--- src/hw/rtl/fam_pkg.sv ---
`default_nettype none

package fam_pkg;

  // Sync pair that opens a frame.
  localparam logic [7:0] SYNC_FIRST  = 8'h62;  // 'b'
  localparam logic [7:0] SYNC_SECOND = 8'h64;  // 'd'

  // Frame layout, counted from the first class byte.
  localparam int HEAD_BYTES  = 4;   // class id and length
  localparam int TRAIL_BYTES = 2;   // checksum, counted only
  localparam int HEAD_DEPTH  = 12;  // payload bytes kept for the angle words
  localparam int HEAD_IDX_W  = $clog2(HEAD_DEPTH);
  localparam int COUNT_W     = 17;
  localparam int ANGLE_W     = 32;

  // Class id that carries roll, pitch and yaw.
  localparam logic [15:0] CLASS_ANGLES = 16'h0000;

  typedef struct packed {
    logic [15:0]               frame_class;
    logic                      angles_updated;
    logic signed [ANGLE_W-1:0] roll;
    logic signed [ANGLE_W-1:0] pitch;
    logic signed [ANGLE_W-1:0] yaw;
  } result_t;

endpackage

`default_nettype wire

--- src/hw/rtl/framed_attitude_message_deframer.sv ---
`default_nettype none

// Attitude message deframer for a serial byte stream.
// Input channel: in_valid / in_ready carry one received word (rx_byte) per
// handshake. Output channel: out_valid / out_ready carry one result per
// completed frame: frame_class, angles_updated and the held roll, pitch and
// yaw words after that frame.
// Frames: sync 'b','d', class id (low byte first), length (low byte first),
// payload, two checksum words (counted, not checked). A class id of zero
// reloads the angles from frame words 4-15, little-endian signed.
// Each taken word waits in the input register and is parsed from there; the
// word that ends a frame loads its result into the output register as it is parsed.
// Throughput: one word per cycle while no frame-ending word waits on the output.
// Stall: while a result waits, bytes that do not end a frame keep flowing;
// a frame-ending word holds in the input register until the output
// register frees, and in_ready drops only then.
// Reset (rst, synchronous): return to the hunt, clear the stored payload
// head and angle words, and drop both valid flags.
module framed_attitude_message_deframer (
  input  wire logic               clk,
  input  wire logic               rst,
  input  wire logic               in_valid,
  output logic                    in_ready,
  input  wire logic [7:0]         rx_byte,
  output logic                    out_valid,
  input  wire logic               out_ready,
  output logic [15:0]             frame_class,
  output logic                    angles_updated,
  output logic signed [31:0]      roll_out,
  output logic signed [31:0]      pitch_out,
  output logic signed [31:0]      yaw_out
);

  logic              in_full;
  logic [7:0]        in_byte;
  logic              emit;
  logic              fire;
  logic              out_free;
  fam_pkg::result_t  result;
  fam_pkg::result_t  held;

  // Advance the parser unless the word would emit into a busy output.
  assign out_free = !out_valid || out_ready;
  assign fire     = in_full && (!emit || out_free);
  assign in_ready = !in_full || fire;

  always_ff @(posedge clk) begin
    if (rst) begin
      in_full <= 1'b0;
    end else if (in_ready) begin
      in_full <= in_valid;
    end
  end

  always_ff @(posedge clk) begin
    if (in_valid && in_ready) in_byte <= rx_byte;
  end

  fam_parse u_parse (
    .clk     (clk),
    .rst     (rst),
    .step    (fire),
    .rx_byte (in_byte),
    .result  (result),
    .emit    (emit)
  );

  fam_out u_out (
    .clk    (clk),
    .rst    (rst),
    .load   (fire && emit),
    .result (result),
    .ready  (out_ready),
    .valid  (out_valid),
    .held   (held)
  );

  assign frame_class    = held.frame_class;
  assign angles_updated = held.angles_updated;
  assign roll_out       = held.roll;
  assign pitch_out      = held.pitch;
  assign yaw_out        = held.yaw;

`ifndef SYNTH
  // A waiting result is never overwritten by the parser.
  a_no_overwrite: assert property (@(posedge clk) disable iff (rst)
    (out_valid && !out_ready) |-> !(fire && emit))
    else $error("result overwritten while stalled");

  // A held input word that was not parsed stays in place.
  a_in_hold: assert property (@(posedge clk) disable iff (rst)
    (in_full && !fire) |=> (in_full && $stable(in_byte)))
    else $error("input word lost while stalled");

  // Angles are only marked refreshed for the angle class.
  a_upd_class: assert property (@(posedge clk) disable iff (rst)
    (out_valid && angles_updated) |-> (frame_class == fam_pkg::CLASS_ANGLES))
    else $error("angles_updated on a non-angle class");

  // A parsed word that ends a frame always raises out_valid next.
  a_emit_shows: assert property (@(posedge clk) disable iff (rst)
    (fire && emit) |=> out_valid)
    else $error("emitted result not shown");
`endif

endmodule

`default_nettype wire

--- src/hw/rtl/fam_parse.sv ---
`default_nettype none

module fam_parse (
  input  wire logic             clk,
  input  wire logic             rst,
  input  wire logic             step,
  input  wire logic [7:0]       rx_byte,
  output fam_pkg::result_t      result,
  output logic                  emit
);

  typedef enum logic [2:0] {
    HUNT   = 3'd0,
    SYNC2  = 3'd1,
    CLS_LO = 3'd2,
    CLS_HI = 3'd3,
    LEN    = 3'd4,
    BODY   = 3'd5
  } phase_t;

  phase_t                           phase, phase_next;
  logic [fam_pkg::COUNT_W-1:0]      count, count_next;
  logic [15:0]                      class_word, class_word_next;
  logic [15:0]                      length_word, length_word_next;
  logic [7:0]                       head [fam_pkg::HEAD_DEPTH];
  logic [7:0]                       head_next [fam_pkg::HEAD_DEPTH];
  logic [fam_pkg::ANGLE_W-1:0]      angles [3];
  logic [fam_pkg::ANGLE_W-1:0]      angles_next [3];
  logic [fam_pkg::COUNT_W-1:0]      offset;
  logic [fam_pkg::COUNT_W-1:0]      frame_end;
  logic                             in_head;

  assign offset    = count - fam_pkg::COUNT_W'(fam_pkg::HEAD_BYTES);
  assign in_head   = (count >= fam_pkg::COUNT_W'(fam_pkg::HEAD_BYTES)) &&
                     (count < fam_pkg::COUNT_W'(fam_pkg::HEAD_BYTES + fam_pkg::HEAD_DEPTH));
  assign frame_end = {1'b0, length_word} +
                     fam_pkg::COUNT_W'(fam_pkg::HEAD_BYTES + fam_pkg::TRAIL_BYTES);

  always_comb begin
    phase_next       = phase;
    count_next       = count;
    class_word_next  = class_word;
    length_word_next = length_word;
    head_next        = head;
    angles_next      = angles;
    emit             = 1'b0;
    case (phase)
      HUNT: begin
        if (rx_byte == fam_pkg::SYNC_FIRST) phase_next = SYNC2;
      end
      SYNC2: begin
        // A wrong second byte drops back to the hunt without a second look.
        if (rx_byte == fam_pkg::SYNC_SECOND) begin
          count_next = '0;
          phase_next = CLS_LO;
        end else begin
          phase_next = HUNT;
        end
      end
      CLS_LO: begin
        class_word_next = {class_word[15:8], rx_byte};
        count_next      = fam_pkg::COUNT_W'(1);
        phase_next      = CLS_HI;
      end
      CLS_HI: begin
        class_word_next = {rx_byte, class_word[7:0]};
        count_next      = fam_pkg::COUNT_W'(2);
        phase_next      = LEN;
      end
      LEN: begin
        if (count == fam_pkg::COUNT_W'(2)) begin
          length_word_next = {length_word[15:8], rx_byte};
          count_next       = fam_pkg::COUNT_W'(3);
        end else begin
          length_word_next = {rx_byte, length_word[7:0]};
          count_next       = fam_pkg::COUNT_W'(fam_pkg::HEAD_BYTES);
          phase_next       = BODY;
        end
      end
      BODY: begin
        if (in_head) head_next[offset[fam_pkg::HEAD_IDX_W-1:0]] = rx_byte;
        count_next = count + fam_pkg::COUNT_W'(1);
        if (count_next == frame_end) begin
          emit       = 1'b1;
          phase_next = HUNT;
          if (class_word == fam_pkg::CLASS_ANGLES) begin
            angles_next[0] = {head_next[3], head_next[2], head_next[1], head_next[0]};
            angles_next[1] = {head_next[7], head_next[6], head_next[5], head_next[4]};
            angles_next[2] = {head_next[11], head_next[10], head_next[9], head_next[8]};
          end
        end
      end
      default: begin
        phase_next = HUNT;
      end
    endcase
  end

  assign result.frame_class    = class_word;
  assign result.angles_updated = (class_word == fam_pkg::CLASS_ANGLES);
  assign result.roll           = angles_next[0];
  assign result.pitch          = angles_next[1];
  assign result.yaw            = angles_next[2];

  always_ff @(posedge clk) begin
    if (rst) begin
      phase       <= HUNT;
      count       <= '0;
      class_word  <= '0;
      length_word <= '0;
      for (int i = 0; i < fam_pkg::HEAD_DEPTH; i++) head[i] <= '0;
      for (int i = 0; i < 3; i++) angles[i] <= '0;
    end else if (step) begin
      phase       <= phase_next;
      count       <= count_next;
      class_word  <= class_word_next;
      length_word <= length_word_next;
      head        <= head_next;
      angles      <= angles_next;
    end
  end

endmodule

`default_nettype wire

--- src/hw/rtl/fam_out.sv ---
`default_nettype none

module fam_out (
  input  wire logic              clk,
  input  wire logic              rst,
  input  wire logic              load,
  input  wire fam_pkg::result_t  result,
  input  wire logic              ready,
  output logic                   valid,
  output fam_pkg::result_t       held
);

  // Hold the result until taken; a new one may replace it on the taking edge.
  always_ff @(posedge clk) begin
    if (rst) begin
      valid <= 1'b0;
    end else if (load) begin
      valid <= 1'b1;
    end else if (ready) begin
      valid <= 1'b0;
    end
  end

  always_ff @(posedge clk) begin
    if (load) held <= result;
  end

endmodule

`default_nettype wire

--- config.mk ---
export PLATFORM = sky130hd
export DESIGN_NAME = framed_attitude_message_deframer
export DESIGN_NICKNAME = d
export VERILOG_FILES = /design/src/hw/rtl/fam_pkg.sv /design/src/hw/rtl/framed_attitude_message_deframer.sv /design/src/hw/rtl/fam_parse.sv /design/src/hw/rtl/fam_out.sv
export SDC_FILE = /design/constraint.sdc
export NUM_CORES = 1
export LEC_CHECK = 0
export BUFFER_PORTS_ARGS = -buffer_cell sky130_fd_sc_hd__clkbuf_2
export CAP_MARGIN = 30
export CELL_PAD_IN_SITES_DETAIL_PLACEMENT = 1
export CELL_PAD_IN_SITES_GLOBAL_PLACEMENT = 2
export CORE_MARGIN = 2
export CORE_UTILIZATION = 43
export CTS_CLUSTER_DIAMETER = 150
export DETAILED_ROUTE_END_ITERATION = 10
export GPL_TIMING_DRIVEN = 0
export HOLD_SLACK_MARGIN = 0.15
export PLACE_DENSITY = 0.82
export SLEW_MARGIN = 15
export SYNTH_ARGS = -nofsm -noshare
export SYNTH_HDL_FRONTEND = slang
export SYNTH_HIERARCHICAL = 1
export SYNTH_SLANG_ARGS = --single-unit
--- constraint.sdc ---
create_clock -name clk -period 25.4 [get_ports clk]
set_clock_uncertainty 0.1 [all_clocks]
set_input_delay 0 -clock clk [delete_from_list [all_inputs] [get_ports clk]]
set_output_delay 0 -clock clk [all_outputs]
set_load 0.01 [all_outputs]
==> metrics <==
cell count after synthesis=1585; area leader, netlist=dfxtp_1; number of buffers created by CTS=41; Fin. Hold Viols=0; Yosys reg bits=367; vias after detailed routing=12.6k; WP data required=25.70 ns; max-cap viol count=0; DRC viols=0; number of synthesized flops with an enable pin=121; clk sink count=367; most frequent cells in the layout=nand2_1, dfxtp_1, mux2i_1; syn nets=1602; Final Critical Period=6.90 ns; vias per cell=5.39; status=finished, final reports clean; Ys Warns=6; Die Area=40600 µm²; Final setup viols=0; Placed Area=18200 µm²; async set-reset flop share out of synthesis=0%; Iter 0 DRT Violations=664; max-slew violations=0; Overflow after GRT=0; Clock Path Buffers=3; Port Buf Inserts=126; Root Buffer=clkbuf_16; Final Net Count=1806; synthesis-to-finish area growth=18.7%; Syn Area/Cell=10.6 µm²; number of global-route vias before repair=13.3k; Post-DP HPWL=35.7 mm; Worst Max-Slew Pin Slew=1.05 ns; starting density of the core=43.5%; Routed Antenna Nets=0; Worst IR Drop VDD=52.5 µV; Most used DFF post-synth=dfxtp_1; Tot GR Track Use=25.7%; top cells by area, synth=dfxtp_1, edfxtp_1, mux2_2; Slew HR=30.2%; I/O Pins=127; antenna violations before repair=1; WS Path Type=reg -> reg; Startpoint Class=flip-flop; core footprint=38600 µm²; sequential share of the synthesized area=51.1%; Pwr Density=66.5 nW/µm²; DIE HEIGHT=201 µm; CTS tree=built; leakage=7.76 nW; M3 GR Usage=4.45%; CP max FO=10; synthesized area=16800 µm²; n_diodes=0; Synth top area share=29.4%; Initial DRT Pass Iterations=5; final non-filler cell area=19900 µm²; chip width=201 µm; GRT busiest layer=met2; share of cells above drive strength 1=24.8%; largest net degree at the start of global routing=32; pre-CTS WS=18.70 ns; CP endpoint kind=flip-flop; first-pass GRT wire length=79.8 mm; Unique masters post-synth=63; worst hold path class=reg -> reg; final design utilization=51.6%; met2 GRT Util=43.2%; CP Data Arrival Time=7.19 ns; fmax=145 MHz; Fillers=4260; met1 usage=33.2%; TNS Setup=0 ns; worst-skew pair later-pin latency=0.56 ns; H-tree Lvls=2; gpl congestion=0.882; Clk pin slew, worst setup/hold paths=0.06 ns; Post-CTS Resized=0; drt total wl=51.8 mm; Pwr Total=1.32 mW; Final Cycle Share=27.1%; Final WS setup=18.50 ns; row count=72; most common cell after layout, fill and taps aside=nand2_1; DR WL/cell=22.1 µm; RSZ-0062 raised after global routing=false
path summary, 6_finish.rpt:
kind | startpoint | to | slack [ns] | depth (start not counted)
hold reg to reg | u_parse/head[62]$_SDFFE_PP0P_ | u_parse/head[62]$_SDFFE_PP0P_ | 0.35 | 2
setup reg to reg | u_parse/count[0]$_SDFFE_PP0P_ | u_parse/head[34]$_SDFFE_PP0P_ | 18.50 | 19
hold / removal | u_parse/head[62]$_SDFFE_PP0P_ | u_parse/head[62]$_SDFFE_PP0P_ | 0.35 | 2
setup / recovery | u_parse/count[0]$_SDFFE_PP0P_ | u_parse/head[34]$_SDFFE_PP0P_ | 18.50 | 19
critical path: stages (launching register included):
cell and delay, ns:
dfxtp_1 0.52, ha_1 0.20, buf_2 0.24, nand3_2 0.35
nor4_1 0.46, xnor3_1 0.31, nand2_1 0.08, o2bb2ai_1 0.16
buf_2 0.25, buf_1 0.34, nand4_1 0.17, nor2_1 0.12
a21boi_0 0.78, nand2_1 0.26, nor2_1 0.40, clkbuf_1 0.64
clkbuf_1 0.69, nand2_1 0.40, nand2_1 0.17, a21oi_1 0.07
cell usage after synthesis, drive strengths merged, types with 12 or more instances:
master / count
clkbuf: 86
dfxtp: 246
edfxtp: 121
mux2: 185
xnor2: 15
nand2: 299
a31o: 17
inv: 31
nor2: 124
o21ai: 26
nor4: 14
mux2i: 152
a21oi: 77
nand4: 15
buf: 34
nand3: 20
xor2: 12
a311oi: 17
nor3: 13
layout make-up:
cell class	count	area [µm²]	share of cell area, %
Inverter	32	120	0.604
Tap cell	518	648	3.26
Timing Repair Buffer	161	1020	5.11
Multi-Input combinational cell	1066	7550	37.9
Buffer	120	552	2.77
Clock inverter	24	274	1.38
Sequential cell	367	8560	43.0
Clock buffer	52	1180	5.93
power by group:
| part | internal [mW] | switching (mW) |
|---|---|---|
| sequential | 0.606 | 0.00416 |
| clock | 0.390 | 0.247 |
| combinational | 0.0195 | 0.0568 |
registers in the layout (all words and copies together), names as in the netlist:
| register | count |
|---|---|
| in_full | 1 |
| u_parse/phase | 3 |
| u_out/held | 113 |
| u_parse/head | 96 |
| u_parse/count | 17 |
| in_byte | 8 |
| u_parse/angles | 96 |
| u_out/valid | 1 |
| u_parse/length_word | 16 |
| u_parse/class_word | 16 |
through the flow:
step / hold slack [ns] / std cells
6_report: 0.353 / 2340
5_1_grt: 0.366 / 2340
4_1_cts: 0.353 / 2338
3_5_place_dp: 0.0844 / 2239
3_3_place_gp: 0.0793 / 2229
2_1_floorplan: -0.0376 / 1585
layer usage:
metal / up-vias / share of wire [%]
met5: - / 0
met4: 0 / 2.9
met3: 75 / 4.9
met2: 299 / 48
met1: 6313 / 44
li1: 5931 / -
kinds of logic (layout without fill, tap and decap cells):
logic type | Yosys count | after routing | share of synthesized area [%]
fa+ha+maj | 5 | 5 | 0.373
buf+inv | 152 | 389 | 4.01
simple gates | 532 | 532 | 14.0
compound gates | 158 | 158 | 5.89
flops | 367 | 367 | 51.1
mux | 337 | 337 | 22.3
xor+xnor | 34 | 34 | 2.36
timing repair:
action,CTS,global route
hold buffers,23,0
hold endpoints to repair,43,0
buffers inserted,0,0
No activity file was read; power rests on OpenSTA's default activity.
